File: src/rtl/page_table_walker_top_assert.svh
// Assertion macros shared by the queue and back-end modules of the page table walker.
`ifndef PAGE_TABLE_WALKER_TOP_ASSERT_SVH
`define PAGE_TABLE_WALKER_TOP_ASSERT_SVH

// Check a consequence in the same cycle as its antecedent.
`define PTW_ASSERT_NOW(lbl, ante, cons) \
  lbl: assert property (@(posedge clk) disable iff (!rst_n) (ante) |-> (cons)) \
    else $error("ptw assertion failed");

// Check a consequence in the cycle after its antecedent.
`define PTW_ASSERT_NXT(lbl, ante, cons) \
  lbl: assert property (@(posedge clk) disable iff (!rst_n) (ante) |=> (cons)) \
    else $error("ptw assertion failed");

`endif

File: src/rtl/ptw_pkg.sv
// Types, codes and decode helpers for the page table walker.
package ptw_pkg;

  localparam int ADDR_W = 52;
  localparam int VA_W   = 48;

  localparam logic [63:0] LOW32        = 64'h0000_0000_ffff_ffff;
  localparam logic [63:0] LM_ROOT_MASK = 64'h000f_ffff_ffff_f000;
  localparam logic [63:0] PAE_ROOT_MASK = 64'h0000_0000_ffff_ffe0;
  localparam logic [63:0] LEG_ROOT_MASK = 64'h0000_0000_ffff_f000;
  localparam logic [ADDR_W:0] TABLE_SPAN = 53'd4096;

  typedef enum logic {
    OP_START = 1'b0,
    OP_ENTRY = 1'b1
  } opcode_t;

  typedef enum logic [2:0] {
    LVL_PML4E    = 3'd0,
    LVL_PDPE     = 3'd1,
    LVL_PAE_PDPE = 3'd2,
    LVL_PDE64    = 3'd3,
    LVL_PTE64    = 3'd4,
    LVL_PDE32    = 3'd5,
    LVL_PTE32    = 3'd6
  } level_t;

  typedef enum logic [1:0] {
    ST_OK          = 2'd0,
    ST_NOT_PRESENT = 2'd1,
    ST_PROTECTED   = 2'd2
  } status_t;

  typedef enum logic [1:0] {
    SZ_4K = 2'd0,
    SZ_2M = 2'd1,
    SZ_4M = 2'd2,
    SZ_1G = 2'd3
  } page_size_t;

  typedef enum logic {
    RK_READ_REQ = 1'b0,
    RK_DONE     = 1'b1
  } result_kind_t;

  typedef enum logic [2:0] {
    CFG_LONG_MODE  = 3'd0,
    CFG_PAE_ENABLE = 3'd1,
    CFG_PSE_ENABLE = 3'd2,
    CFG_GB_PAGES   = 3'd3,
    CFG_PROT_BASE  = 3'd4,
    CFG_PROT_END   = 3'd5
  } cfg_idx_t;

  typedef struct packed {
    logic              long_mode;
    logic              pae_enable;
    logic              pse_enable;
    logic              gb_pages_enable;
    logic [ADDR_W-1:0] protected_base;
    logic [ADDR_W-1:0] protected_end;
  } cfg_t;

  // Classified item: a start carries the masked root table base in data.
  typedef struct packed {
    logic            is_entry;
    level_t          level;
    logic [VA_W-1:0] vaddr;
    logic [63:0]     data;
  } cmd_t;

  typedef struct packed {
    result_kind_t      kind;
    logic [ADDR_W-1:0] read_address;
    status_t           status;
    level_t            level;
    page_size_t        page_size;
    logic [ADDR_W-1:0] phys_address;
    logic [ADDR_W-1:0] entry_address;
  } res_t;

  // Byte offset of the entry inside its table for a given level.
  function automatic logic [11:0] entry_offset(level_t lvl, logic [VA_W-1:0] va);
    logic [11:0] off;
    unique case (lvl)
      LVL_PML4E:    off = {va[47:39], 3'b000};
      LVL_PDPE:     off = {va[38:30], 3'b000};
      LVL_PAE_PDPE: off = {7'b0, va[31:30], 3'b000};
      LVL_PDE64:    off = {va[29:21], 3'b000};
      LVL_PTE64:    off = {va[20:12], 3'b000};
      LVL_PDE32:    off = {va[31:22], 2'b00};
      LVL_PTE32:    off = {va[21:12], 2'b00};
      default:      off = 12'd0;
    endcase
    return off;
  endfunction

endpackage

File: src/rtl/ptw_fifo.sv
// Small synchronous queue of packed items; the user must keep depth a power of two, which the module does not check.
module ptw_fifo #(
  parameter int W     = 8,
  parameter int DEPTH = 2
) (
  input  logic         clk,
  input  logic         rst_n,
  input  logic         push,
  input  logic [W-1:0] wdata,
  output logic         full,
  input  logic         pop,
  output logic [W-1:0] rdata,
  output logic         empty
);

  `include "page_table_walker_top_assert.svh"

  localparam int AW = $clog2(DEPTH);
  localparam int CW = $clog2(DEPTH + 1);

  logic [W-1:0]  mem_r [DEPTH];
  logic [AW-1:0] wptr_r, wptr_nxt;
  logic [AW-1:0] rptr_r, rptr_nxt;
  logic [CW-1:0] cnt_r, cnt_nxt;
  logic          push_ok, pop_ok;

  assign full    = (cnt_r == CW'(DEPTH));
  assign empty   = (cnt_r == '0);
  assign push_ok = push && !full;
  assign pop_ok  = pop && !empty;
  assign rdata   = mem_r[rptr_r];

  // Advance pointers and occupancy
  always_comb begin
    wptr_nxt = push_ok ? wptr_r + AW'(1) : wptr_r;
    rptr_nxt = pop_ok ? rptr_r + AW'(1) : rptr_r;
    cnt_nxt  = cnt_r;
    if (push_ok && !pop_ok) begin
      cnt_nxt = cnt_r + CW'(1);
    end else if (pop_ok && !push_ok) begin
      cnt_nxt = cnt_r - CW'(1);
    end
  end

  always_ff @(posedge clk) begin
    if (!rst_n) begin
      wptr_r <= '0;
      rptr_r <= '0;
      cnt_r  <= '0;
    end else begin
      wptr_r <= wptr_nxt;
      rptr_r <= rptr_nxt;
      cnt_r  <= cnt_nxt;
    end
  end

  // Store the pushed item
  always_ff @(posedge clk) begin
    if (push_ok) begin
      mem_r[wptr_r] <= wdata;
    end
  end

  `PTW_ASSERT_NOW(a_fifo_cnt_bound, 1'b1, cnt_r <= CW'(DEPTH))
  `PTW_ASSERT_NXT(a_fifo_full_holds, full && !pop, full)

endmodule

File: src/rtl/ptw_front.sv
// Front end: takes input items and classifies them into walk commands.
module ptw_front (
  input  logic                       in_push,
  input  logic                       in_opcode,
  input  logic [63:0]                in_root_pointer,
  input  logic [63:0]                in_virtual_address,
  input  logic [63:0]                in_entry_value,
  input  ptw_pkg::cfg_t              cfg,
  input  logic                       q_full,
  output logic                       q_push,
  output ptw_pkg::cmd_t              cmd
);

  assign q_push = in_push && !q_full;

  // Pick the root table format and first level for a start
  always_comb begin
    cmd.is_entry = (ptw_pkg::opcode_t'(in_opcode) == ptw_pkg::OP_ENTRY);
    cmd.vaddr    = in_virtual_address[ptw_pkg::VA_W-1:0];
    cmd.level    = ptw_pkg::LVL_PML4E;
    cmd.data     = in_entry_value;
    if (!cmd.is_entry) begin
      if (cfg.long_mode) begin
        cmd.level = ptw_pkg::LVL_PML4E;
        cmd.data  = in_root_pointer & ptw_pkg::LM_ROOT_MASK;
      end else if (cfg.pae_enable) begin
        cmd.level = ptw_pkg::LVL_PAE_PDPE;
        cmd.data  = in_root_pointer & ptw_pkg::PAE_ROOT_MASK;
      end else begin
        cmd.level = ptw_pkg::LVL_PDE32;
        cmd.data  = in_root_pointer & ptw_pkg::LEG_ROOT_MASK;
      end
    end
  end

endmodule

File: src/rtl/ptw_back.sv
// Back end: holds the walk state and turns each command into a result.
module ptw_back #(
  parameter int PHYS_BITS = 52
) (
  input  logic          clk,
  input  logic          rst_n,
  input  ptw_pkg::cfg_t cfg,
  input  ptw_pkg::cmd_t cmd,
  input  logic          q_empty,
  output logic          q_pop,
  input  logic          res_full,
  output logic          res_push,
  output ptw_pkg::res_t res
);

  `include "page_table_walker_top_assert.svh"

  localparam int AW = ptw_pkg::ADDR_W;
  localparam logic [AW-1:0] PMASK = AW'((65'd1 << PHYS_BITS) - 65'd1);

  logic                      busy_r, busy_nxt;
  ptw_pkg::level_t           level_r, level_nxt;
  logic [ptw_pkg::VA_W-1:0]  vaddr_r, vaddr_nxt;
  logic [AW-1:0]             pend_r, pend_nxt;

  logic                      consume;
  logic                      has_res;
  logic [ptw_pkg::VA_W-1:0]  va;
  logic [63:0]               e;
  logic [AW-1:0]             nxt;
  logic                      do_enter, do_finish, do_np;
  logic [AW-1:0]             ent_base, ent_base_m, ent_addr;
  ptw_pkg::level_t           ent_lvl, fin_lvl;
  ptw_pkg::page_size_t       fin_size;
  logic [AW-1:0]             fin_phys;
  logic                      prot_hit;

  assign consume  = !q_empty && !res_full;
  assign q_pop    = consume;
  assign res_push = consume && has_res;

  // Decode the command against the pending level
  always_comb begin
    va = cmd.is_entry ? vaddr_r : cmd.vaddr;
    e  = cmd.data;
    if (level_r == ptw_pkg::LVL_PDE32 || level_r == ptw_pkg::LVL_PTE32) begin
      e = cmd.data & ptw_pkg::LOW32;
    end
    nxt       = {e[51:12], 12'b0};
    do_enter  = 1'b0;
    do_finish = 1'b0;
    do_np     = 1'b0;
    ent_base  = nxt;
    ent_lvl   = ptw_pkg::LVL_PML4E;
    fin_lvl   = level_r;
    fin_size  = ptw_pkg::SZ_4K;
    fin_phys  = {e[51:12], va[11:0]};
    if (!cmd.is_entry) begin
      do_enter = 1'b1;
      ent_base = cmd.data[AW-1:0];
      ent_lvl  = cmd.level;
    end else if (busy_r && level_r <= ptw_pkg::LVL_PTE32) begin
      if (!e[0]) begin
        do_np = 1'b1;
      end else begin
        unique case (level_r)
          ptw_pkg::LVL_PML4E: begin
            do_enter = 1'b1;
            ent_lvl  = ptw_pkg::LVL_PDPE;
          end
          ptw_pkg::LVL_PDPE: begin
            if (cfg.gb_pages_enable && e[7]) begin
              do_finish = 1'b1;
              fin_size  = ptw_pkg::SZ_1G;
              fin_phys  = {e[51:30], va[29:0]};
            end else begin
              do_enter = 1'b1;
              ent_lvl  = ptw_pkg::LVL_PDE64;
            end
          end
          ptw_pkg::LVL_PAE_PDPE: begin
            do_enter = 1'b1;
            ent_lvl  = ptw_pkg::LVL_PDE64;
          end
          ptw_pkg::LVL_PDE64: begin
            if ((cfg.long_mode || cfg.pse_enable) && e[7]) begin
              do_finish = 1'b1;
              fin_size  = ptw_pkg::SZ_2M;
              fin_phys  = {e[51:21], va[20:0]};
            end else begin
              do_enter = 1'b1;
              ent_lvl  = ptw_pkg::LVL_PTE64;
            end
          end
          ptw_pkg::LVL_PDE32: begin
            if (cfg.pse_enable && e[7]) begin
              do_finish = 1'b1;
              fin_size  = ptw_pkg::SZ_4M;
              fin_phys  = {20'b0, e[31:22], va[21:0]};
            end else begin
              do_enter = 1'b1;
              ent_lvl  = ptw_pkg::LVL_PTE32;
            end
          end
          default: begin
            // Last level of either format maps a 4K page
            do_finish = 1'b1;
          end
        endcase
      end
    end
  end

  // Form the entry address and check the table against the protected area
  always_comb begin
    ent_base_m = ent_base & PMASK;
    ent_addr   = (ent_base_m | {{(AW-12){1'b0}}, ptw_pkg::entry_offset(ent_lvl, va)}) & PMASK;
    prot_hit   = (cfg.protected_end > cfg.protected_base)
              && (ent_base_m < cfg.protected_end)
              && (({1'b0, ent_base_m} + ptw_pkg::TABLE_SPAN) > {1'b0, cfg.protected_base});
  end

  // Build the result and the next walk state
  always_comb begin
    res       = '0;
    has_res   = 1'b0;
    busy_nxt  = busy_r;
    level_nxt = level_r;
    vaddr_nxt = vaddr_r;
    pend_nxt  = pend_r;
    if (!cmd.is_entry) begin
      vaddr_nxt = cmd.vaddr;
    end
    if (cmd.is_entry) begin
      // Any entry clears busy; an unprotected step into the next table sets it again
      busy_nxt = 1'b0;
    end
    if (do_enter) begin
      has_res = 1'b1;
      if (prot_hit) begin
        busy_nxt          = 1'b0;
        res.kind          = ptw_pkg::RK_DONE;
        res.status        = ptw_pkg::ST_PROTECTED;
        res.level         = ent_lvl;
        res.entry_address = ent_addr;
      end else begin
        busy_nxt         = 1'b1;
        level_nxt        = ent_lvl;
        pend_nxt         = ent_addr;
        res.kind         = ptw_pkg::RK_READ_REQ;
        res.read_address = ent_addr;
        res.level        = ent_lvl;
      end
    end else if (do_np) begin
      has_res           = 1'b1;
      res.kind          = ptw_pkg::RK_DONE;
      res.status        = ptw_pkg::ST_NOT_PRESENT;
      res.level         = level_r;
      res.entry_address = pend_r;
    end else if (do_finish) begin
      has_res           = 1'b1;
      res.kind          = ptw_pkg::RK_DONE;
      res.status        = ptw_pkg::ST_OK;
      res.level         = fin_lvl;
      res.page_size     = fin_size;
      res.phys_address  = fin_phys & PMASK;
      res.entry_address = pend_r;
    end
  end

  // Hold walk state; update it only when a command is taken
  always_ff @(posedge clk) begin
    if (!rst_n) begin
      busy_r  <= 1'b0;
      level_r <= ptw_pkg::LVL_PML4E;
      vaddr_r <= '0;
      pend_r  <= '0;
    end else if (consume) begin
      busy_r  <= busy_nxt;
      level_r <= level_nxt;
      vaddr_r <= vaddr_nxt;
      pend_r  <= pend_nxt;
    end
  end

  `PTW_ASSERT_NXT(a_done_ends_walk, res_push && res.kind == ptw_pkg::RK_DONE, !busy_r)
  `PTW_ASSERT_NXT(a_req_tracks_level,
                  res_push && res.kind == ptw_pkg::RK_READ_REQ,
                  busy_r && pend_r == $past(res.read_address))
  `PTW_ASSERT_NOW(a_push_needs_room, res_push, consume && !res_full)

endmodule

File: src/rtl/page_table_walker_top.sv
// Top level of the page table walker: config registers, queues, front and back ends.
//
//  channel  | handshake          | payload
//  ---------+--------------------+-------------------------------------------------
//  input    | push / full        | in_opcode, in_root_pointer, in_virtual_address,
//           |                    | in_entry_value
//  result   | empty / pop        | out_result_kind, out_read_address, out_status,
//           |                    | out_level_code, out_page_size_code,
//           |                    | out_phys_address, out_entry_address
//  config   | cfg_we             | cfg_index, cfg_wdata
//
// One item per cycle sustained while the result queue has room; each item is resolved combinationally in the back end.
// An item passes through the command queue and the back end into the result queue, whose head drives the result ports.
// The command queue and the result queue each hold QUEUE_DEPTH items.
// full rises when the command queue is full; the back end halts while the result
// queue is full. Reset (synchronous) clears queues, walk state and registers.
module page_table_walker_top #(
  parameter int PHYS_BITS   = 52,
  parameter int QUEUE_DEPTH = 2
) (
  input  logic        clk,
  input  logic        rst_n,
  input  logic        push,
  output logic        full,
  input  logic        in_opcode,
  input  logic [63:0] in_root_pointer,
  input  logic [63:0] in_virtual_address,
  input  logic [63:0] in_entry_value,
  output logic        empty,
  input  logic        pop,
  output logic        out_result_kind,
  output logic [51:0] out_read_address,
  output logic [1:0]  out_status,
  output logic [2:0]  out_level_code,
  output logic [1:0]  out_page_size_code,
  output logic [51:0] out_phys_address,
  output logic [51:0] out_entry_address,
  input  logic        cfg_we,
  input  logic [2:0]  cfg_index,
  input  logic [51:0] cfg_wdata
);

  localparam int CMD_W = $bits(ptw_pkg::cmd_t);
  localparam int RES_W = $bits(ptw_pkg::res_t);

  ptw_pkg::cfg_t cfg_r;
  ptw_pkg::cmd_t front_cmd, head_cmd;
  ptw_pkg::res_t back_res, out_res;
  logic          q_push, q_full, q_pop, q_empty;
  logic          res_push, res_full;
  logic [CMD_W-1:0] head_bits;
  logic [RES_W-1:0] out_bits;

  // Write configuration registers
  always_ff @(posedge clk) begin
    if (!rst_n) begin
      cfg_r <= '0;
    end else if (cfg_we) begin
      case (ptw_pkg::cfg_idx_t'(cfg_index))
        ptw_pkg::CFG_LONG_MODE:  cfg_r.long_mode       <= cfg_wdata[0];
        ptw_pkg::CFG_PAE_ENABLE: cfg_r.pae_enable      <= cfg_wdata[0];
        ptw_pkg::CFG_PSE_ENABLE: cfg_r.pse_enable      <= cfg_wdata[0];
        ptw_pkg::CFG_GB_PAGES:   cfg_r.gb_pages_enable <= cfg_wdata[0];
        ptw_pkg::CFG_PROT_BASE:  cfg_r.protected_base  <= cfg_wdata;
        ptw_pkg::CFG_PROT_END:   cfg_r.protected_end   <= cfg_wdata;
        default: ;
      endcase
    end
  end

  assign full = q_full;

  ptw_front u_front (
    .in_push            (push),
    .in_opcode          (in_opcode),
    .in_root_pointer    (in_root_pointer),
    .in_virtual_address (in_virtual_address),
    .in_entry_value     (in_entry_value),
    .cfg                (cfg_r),
    .q_full             (q_full),
    .q_push             (q_push),
    .cmd                (front_cmd)
  );

  ptw_fifo #(.W(CMD_W), .DEPTH(QUEUE_DEPTH)) u_cmd_q (
    .clk   (clk),
    .rst_n (rst_n),
    .push  (q_push),
    .wdata (front_cmd),
    .full  (q_full),
    .pop   (q_pop),
    .rdata (head_bits),
    .empty (q_empty)
  );

  assign head_cmd = ptw_pkg::cmd_t'(head_bits);

  ptw_back #(.PHYS_BITS(PHYS_BITS)) u_back (
    .clk      (clk),
    .rst_n    (rst_n),
    .cfg      (cfg_r),
    .cmd      (head_cmd),
    .q_empty  (q_empty),
    .q_pop    (q_pop),
    .res_full (res_full),
    .res_push (res_push),
    .res      (back_res)
  );

  ptw_fifo #(.W(RES_W), .DEPTH(QUEUE_DEPTH)) u_res_q (
    .clk   (clk),
    .rst_n (rst_n),
    .push  (res_push),
    .wdata (back_res),
    .full  (res_full),
    .pop   (pop),
    .rdata (out_bits),
    .empty (empty)
  );

  // Unpack the oldest result onto the ports
  assign out_res            = ptw_pkg::res_t'(out_bits);
  assign out_result_kind    = out_res.kind;
  assign out_read_address   = out_res.read_address;
  assign out_status         = out_res.status;
  assign out_level_code     = out_res.level;
  assign out_page_size_code = out_res.page_size;
  assign out_phys_address   = out_res.phys_address;
  assign out_entry_address  = out_res.entry_address;

endmodule

File: config.mk
export PLATFORM = sky130hd
export DESIGN_NAME = page_table_walker_top
export DESIGN_NICKNAME = d
export VERILOG_FILES = /design/src/rtl/ptw_pkg.sv /design/src/rtl/ptw_fifo.sv /design/src/rtl/ptw_front.sv /design/src/rtl/ptw_back.sv /design/src/rtl/page_table_walker_top.sv
export VERILOG_INCLUDE_DIRS = /design/src /design/src/rtl
export SDC_FILE = /design/constraint.sdc
export NUM_CORES = 1
export LEC_CHECK = 0
export ABC_CLOCK_PERIOD_IN_PS = 30700
export BUFFER_PORTS_ARGS = -buffer_cell sky130_fd_sc_hd__clkbuf_2
export CAP_MARGIN = 30
export CORE_MARGIN = 5
export CORE_UTILIZATION = 38
export CTS_CLUSTER_DIAMETER = 200
export DETAILED_ROUTE_END_ITERATION = 10
export GPL_ROUTABILITY_DRIVEN = 0
export PLACE_DENSITY = 0.66
export SLEW_MARGIN = 20
export SYNTH_ARGS = -nofsm -noshare
export SYNTH_HDL_FRONTEND = slang
export SYNTH_SLANG_ARGS = --single-unit
File: constraint.sdc
create_clock -name clk -period 30.7 [get_ports clk]
set_input_delay 3.07 -clock clk [delete_from_list [all_inputs] [get_ports clk]]
set_output_delay 3.07 -clock clk [all_outputs]
set_load 0.01 [all_outputs]
==> results of run 1 <==
## layer usage
metal	share of wire	GRT usage	vias up	routed length, um
met3	0.084	0.0474	180	8450
met2	0.45	0.310	909	45500
met5	0.0016	0	-	157
met1	0.43	0.269	11942	42600
met4	0.035	0.0686	22	3500
li1	-	-	11593	-
## power by group through the flow
| stage | registers (mW) | logic, mW | clock network [mW] |
|---|---|---|---|
| floorplan | 1.45 | 0.779 | 0 |
| global route | 1.46 | 1.31 | 1.04 |
| global placement | 1.45 | 1.19 | 0 |
| finish | 1.44 | 1.21 | 0.981 |
| CTS | 1.44 | 1.21 | 0.998 |
| detailed placement | 1.46 | 1.20 | 0 |
## through the flow
step / area, um^2 / std cells
after detailed placement: 37800 / 4423
after global placement: 37800 / 4419
after floorplan: 34700 / 2992
after CTS: 40500 / 4573
after global routing: 40500 / 4574
final: 40600 / 4580
## worst paths after layout
kind	cells past startpoint	to	slack [ns]	start
min reg2reg	2	cfg_r[79]$_SDFFE_PN0P_	0.45	cfg_r[79]$_SDFFE_PN0P_
min	2	cfg_r[79]$_SDFFE_PN0P_	0.45	cfg_r[79]$_SDFFE_PN0P_
max reg2reg	24	u_back.pend_r[5]$_SDFFE_PN0P_	22.38	register
max	24	u_back.pend_r[5]$_SDFFE_PN0P_	22.38	register
## kinds of logic after synthesis
group	Yosys count	synth area share
compound gates	594	0.104
simple gates	837	0.108
flops	756	0.590
mux	300	0.0935
xor+xnor	47	0.0119
buf+inv	300	0.0352
fa+ha+maj	158	0.0569
## cell type report
type	count	share of cell area
Clock buffer	115	0.0583
Clock inverter	35	0.00876
Timing Repair Buffer	420	0.0553
Antenna cell	6	0.000370
Inverter	136	0.0127
Sequential cell	756	0.505
Tap cell	1176	0.0363
Multi-Input combinational cell	1936	0.323
## sequential cells by signal (all words and copies together), names as in the netlist, named ones only
register / cells
u_cmd_q.mem_r: 206
u_res_q.mem_r: 328
u_back.busy_r: 1
u_back.fin_lvl: 3
u_res_q.cnt_r: 2
u_cmd_q.wptr_r: 1
u_res_q.wptr_r: 1
u_back.pend_r: 52
u_cmd_q.rptr_r: 1
u_back.vaddr_r: 48
u_cmd_q.cnt_r: 2
u_res_q.rptr_r: 1
cfg_r: 108
## worst max-delay path: cells and delay by family (launching register included)
family | cells | cell delay, ns
compound gates | 4 | 1.13
xor+xnor | 1 | 0.16
fa+ha+maj | 2 | 0.55
buf+inv | 4 | 1.18
flops | 1 | 0.91
mux | 1 | 0.44
simple gates | 12 | 3.72
## cells in the final DEF, fill, tap and decap left out, drive strengths merged, types with 15 or more instances in the layout
cell type	n
clkinv	17
mux2	192
nand2	318
mux2i	108
a21oi	292
buf	48
and2	25
o21ai	89
a21o	28
dfxtp	222
clkbuf	487
xor2	15
ha	158
xnor2	32
inv	141
a22o	46
nor3	35
nand4	42
a211oi	73
nor2	283
nand3	57
edfxtp	534
==> results.md, run 1 <==
* Max-cap violations at 0
* Count leader, synth: edfxtp_1
* Seq/Total Area, Yosys at 0.590
* Global-route wire length before repair at 148000 um
* Root buffer cell: clkbuf_16
* Drt pass-1 iters at 5
* Headroom to the max-slew limit at 0.312
* Fin. max-slew vios at 0
* Top_reg_cell synth: edfxtp_1
* Total power at 3.63 mW
* Setup TNS Final at 0 ns
* Final period util at 0.271
* Lkg Pwr at 14.8 nW
* Final wirelength at 100000 um
* Worst Path Class, Setup: register to register
* Post-CTS Hold Buffers at 0
* Routed length per placed instance at 21.9 um
* Final Hold Viols at 0
* Final Setup Violations at 0
* Post_cts resized at 0
* Post-DP HPWL at 71100 um
* Area of the multi-input gates at 0.0131 mm^2
* Worst Skew at 0.0253 ns
* Post-CTS Setup Bufs at 0
* Syn_area_per_cell at 11.6 um^2
* Seq. cell area at 0.0205 mm^2
* Drt initial violations at 2362
* H-tree depth at 3
* EDFF count, synth at 534
* Area growth syn-to-layout at 16.8%
* FP Rows at 110
* Via/cell ratio at 5.38
* Fillers at 8302
* Longest Clk Path Bufs at 3
* TritonCTS clock tree: yes
* Cts bufs inserted at 80
* Initial Utilization at 0.384
* PortBufs at 373
* Worst Tran Pin Value at 1.00 ns
* Antenna viol nets, final at 0
* Yosys cell types at 85
* Overall Global Routing Usage at 0.197
* Hold WS at 0.455 ns
* Vias at 24.6k
* Switching Fraction at 0.353
* Syn nets at 3403
* Worst Setup End Kind: register
* Core box area at 0.0904 mm^2
* Combinational share of power at 0.332
* CP max-delay cell: dfxtp_4
* Yosys warns at 0
* Drt drc at 0
* Cell area after synthesis at 0.0347 mm^2
* Worst Setup Start Kind: register
* Main area contributors after synthesis: edfxtp_1 (46%), dfxtp_1 (13%), mux2_2 (6.2%)
* Most instantiated cells after synthesis: edfxtp_1 (534), nand2_1 (317), a21oi_1 (291)
* RSZ-0062 raised after global routing: no
* Clock power frac at 0.270
* WP data required at 31.17 ns
* Fraction of layout cells with a size suffix above 1 at 0.232
* Chip height at 312 um
* VDD IR max at 0.0439 mV
* Clk Latency, worst-skew pair at 0.64 ns
* Initial antenna violation count at 22
* Cell count after synthesis at 2992
* Clk pin slew, worst setup/hold paths at 0.06 ns
* Slowest cell delay on critical path at 0.91 ns
* Die area at 0.0975 mm^2
* Fmax at 120 MHz
* Total gr overflow at 0
* Status: complete, no violations
* Hold WC Path Type: register to register
* Pre-CTS setup slack at 22.38 ns
* Io pins at 419
* Yosys top cell by area: edfxtp_1
* Worst-path fanout max at 73
* Sequential power share at 0.398
* Final core utilization at 0.448
* Clk sink count at 756
* Largest net degree at the start of global routing at 91
* Final Critical Period at 8.32 ns
* Net switching power at 1.28 mW
* Cell Int Power at 2.35 mW
* PwrDens at 89.6 mW/mm^2
* Yosys reg bits at 756
* Final worst slack at 22.38 ns
* Die X at 312 um
* FFs w/ async S/R, synth at 0
* Worst-path cell chain: mux2i_1, inv_1, ha_1, inv_1, a211oi_2, and3_1, nand2_1, nor3_1, nand3_1, nor4_1, nand3b_1, xnor2_1, ha_1, nand4_1, nor4_1, nand3_1, or4_1, and3_1, a211o_1, a31o_4, buf_4, nor2_2, buf_4, a211oi_1
* Vias in the first global route at 23.8k
* CP arrival at 8.78 ns
* Synth top area share at 0.462
* Post-layout net count at 3741
Note: power is estimated with default switching activity, not from simulation.
==> run 2, diff against run 1 <==
--- a/config.mk
+++ b/config.mk
@@ -6,7 +6,7 @@
 export SDC_FILE = /design/constraint.sdc
 export NUM_CORES = 1
 export LEC_CHECK = 0
-export ABC_CLOCK_PERIOD_IN_PS = 30700
+export ABC_CLOCK_PERIOD_IN_PS = 6900
 export BUFFER_PORTS_ARGS = -buffer_cell sky130_fd_sc_hd__clkbuf_2
 export CAP_MARGIN = 30
 export CORE_MARGIN = 5
@@ -14,7 +14,7 @@
 export CTS_CLUSTER_DIAMETER = 200
 export DETAILED_ROUTE_END_ITERATION = 10
 export GPL_ROUTABILITY_DRIVEN = 0
-export PLACE_DENSITY = 0.66
+export PLACE_DENSITY = 0.68
 export SLEW_MARGIN = 20
 export SYNTH_ARGS = -nofsm -noshare
 export SYNTH_HDL_FRONTEND = slang
==> constraint.sdc (replaced) <==
create_clock -name clk -period 6.9 [get_ports clk]
set_input_delay 0.69 -clock clk [delete_from_list [all_inputs] [get_ports clk]]
set_output_delay 0.69 -clock clk [all_outputs]
set_load 0.01 [all_outputs]
==> run 2 against run 1 <==
Net effect:
- total power grew to 4.5 times the previous value
- setup slack lost 22 ns
- final area up 0.56%
- critical path depth shrank 4
- via count up 0.33%
- sequential share of layout area down 0.28 points
- cell count increased by 0.37%
- routed wire length about the same
- count of clock-buffer cells in the layout shrank 12
- largest cell class unchanged
- highest routed layer unchanged
==> results.md, run 2 (synthesis gave the netlist of run 1 again) <==
* Status: complete, no violations
* Fillers at 8160
* Worst Setup End Kind: register
* Crit path capture: u_res_q.mem_r[0][17]$_DFFE_PP_
* Final Critical Period at 6.47 ns
* Final Hold Viols at 0
* CP arrival at 6.79 ns
* Final wirelength at 100000 um
* Die X at 312 um
* Largest registers: u_res_q.mem_r (328), u_cmd_q.mem_r (206), cfg_r (108)
* Worst Path Class, Setup: register to register
* Post-layout net count at 3760
* Reg-to-reg slack, setup at 0.43 ns
* Overall Global Routing Usage at 0.199
* Area growth syn-to-layout at 17.4%
* Via/cell ratio at 5.38
* Drt pass-1 iters at 6
* Max reg flops at 328
* H-tree depth at 3
* Worst-path fanout max at 42
* Chip height at 312 um
* Most frequent cells in the layout: edfxtp_1 (534), clkbuf_2 (373), nand2_1 (317)
* Final Setup Violations at 0
* Drt drc at 0
* Headroom to the max-slew limit at 0.345
* Most common cell after layout, fill and taps aside: edfxtp_1
* Final period util at 0.938
* Io pins at 419
* Worst Tran Pin Value at 0.983 ns
* Max-cap violations at 0
* Setup TNS Final at 0 ns
* R2R depth at 20
* FP Rows at 110
* Worst Setup Start Kind: register
* Lkg Pwr at 14.9 nW
* Antenna viol nets, final at 0
* Vias in the first global route at 24.2k
* Hold WC Path Type: primary input to register
* Fmax at 155 MHz
* TritonCTS clock tree: yes
* Cts bufs inserted at 78
* RSZ-0062 raised after global routing: no
* Pre-CTS setup slack at 0.297 ns
* Final worst slack at 0.431 ns
* Vias at 24.7k
* Core box area at 0.0904 mm^2
* PortBufs at 373
* Routed length per placed instance at 21.8 um
* Initial antenna violation count at 27
* Clk pin slew, worst setup/hold paths at 0.06 ns
* Clk sink count at 756
* Largest net degree at the start of global routing at 120
* Post-DP HPWL at 71900 um
* Fraction of layout cells with a size suffix above 1 at 0.236
* WP data required at 7.22 ns
* Total gr overflow at 0
* Initial Utilization at 0.384
* Root buffer cell: clkbuf_16
* Global-route wire length before repair at 149000 um
* Worst R2R End: u_res_q.mem_r[0][17]$_DFFE_PP_
* Longest Clk Path Bufs at 3
* Die area at 0.0975 mm^2
* Fin. max-slew vios at 0
* Clk Latency, worst-skew pair at 0.64 ns
* VDD IR max at 0.185 mV
* Top reg by flops: u_res_q.mem_r
* Worst Skew at 0.0301 ns
* Drt initial violations at 2349
* PwrDens at 397 mW/mm^2
==> run 2: worst min path at each step <==
stage / to / cells past startpoint / startpoint
3_3_place_gp: u_back.vaddr_r[27]$_SDFFE_PN0P_ / 2 / u_back.vaddr_r[27]$_SDFFE_PN0P_
5_1_grt: u_cmd_q.mem_r[1][102]$_DFFE_PP_ / 1 / in_virtual_address[38]
3_5_place_dp: cfg_r[85]$_SDFFE_PN0P_ / 2 / cfg_r[85]$_SDFFE_PN0P_
4_1_cts: u_cmd_q.mem_r[1][87]$_DFFE_PP_ / 1 / in_virtual_address[23]
2_1_floorplan: cfg_r[0]$_SDFFE_PN0P_ / 2 / cfg_r[0]$_SDFFE_PN0P_
6_report: u_cmd_q.mem_r[0][107]$_DFFE_PP_ / 1 / in_virtual_address[43]
==> run 2: layout make-up <==
cell class | instances | area (um^2) | share of cell area
clock inverter | 38 | 379 | 0.00930
tap | 1176 | 1470 | 0.0361
clock buffer | 103 | 2230 | 0.0547
multi-input combinational | 1936 | 13100 | 0.322
antenna | 11 | 27.5 | 0.000675
inverter | 136 | 515 | 0.0126
sequential | 756 | 20500 | 0.502
timing repair buffer | 441 | 2550 | 0.0625
==> run 2: per-layer routing <==
| metal | track usage | up-vias | part of all wire |
|---|---|---|---|
| met5 | 0 | - | 0.0019 |
| met4 | 0.0706 | 32 | 0.033 |
| met3 | 0.0460 | 187 | 0.081 |
| met2 | 0.314 | 871 | 0.46 |
| li1 | - | 11628 | - |
| met1 | 0.270 | 12010 | 0.43 |
==> run 2: per-stage QoR <==
step | hold slack [ns] | area [um^2] | total power [mW] | utilization | cells
6_report | 0.242 | 40800 | 16.2 | 0.451 | 4597
5_1_grt | 0.223 | 40800 | 17.0 | 0.451 | 4588
4_1_cts | 0.211 | 40700 | 16.2 | 0.450 | 4584
3_5_place_dp | 0.447 | 38100 | 12.0 | 0.421 | 4443
3_3_place_gp | 0.442 | 38000 | 11.8 | 0.420 | 4437
2_1_floorplan | 0.436 | 34700 | 9.86 | - | 2992
==> run 2: repair_timing <==
action,in CTS,in global routing
setup endpoints to repair,0,144
gates resized for setup,0,3
setup buffers,0,0
hold buffers,0,0
==> run 2: power breakdown <==
| group | switching, mW | internal [mW] | total, mW |
|---|---|---|---|
| Clock | 1.80 | 2.45 | 4.26 |
| Combinational | 3.56 | 1.98 | 5.54 |
| Sequential | 0.371 | 6.01 | 6.38 |
==> run 2: worst max-delay path, stage by stage, from the launching register on <==
cell,delay (ns)
dfxtp_4,0.57
buf_4,0.50
nand4_1,0.20
a21oi_1,0.35
and4b_4,0.32
nand4_4,0.13
or4_4,0.61
nor4_4,0.30
nand2_1,0.12
xnor2_1,0.14
ha_1,0.29
nand3_1,0.15
nor4_2,0.44
nand3_1,0.21
or4_1,0.45
and3_1,0.18
a211o_1,0.38
nand3_1,0.17
or2_1,0.17
buf_6,0.28
o21ai_0,0.16
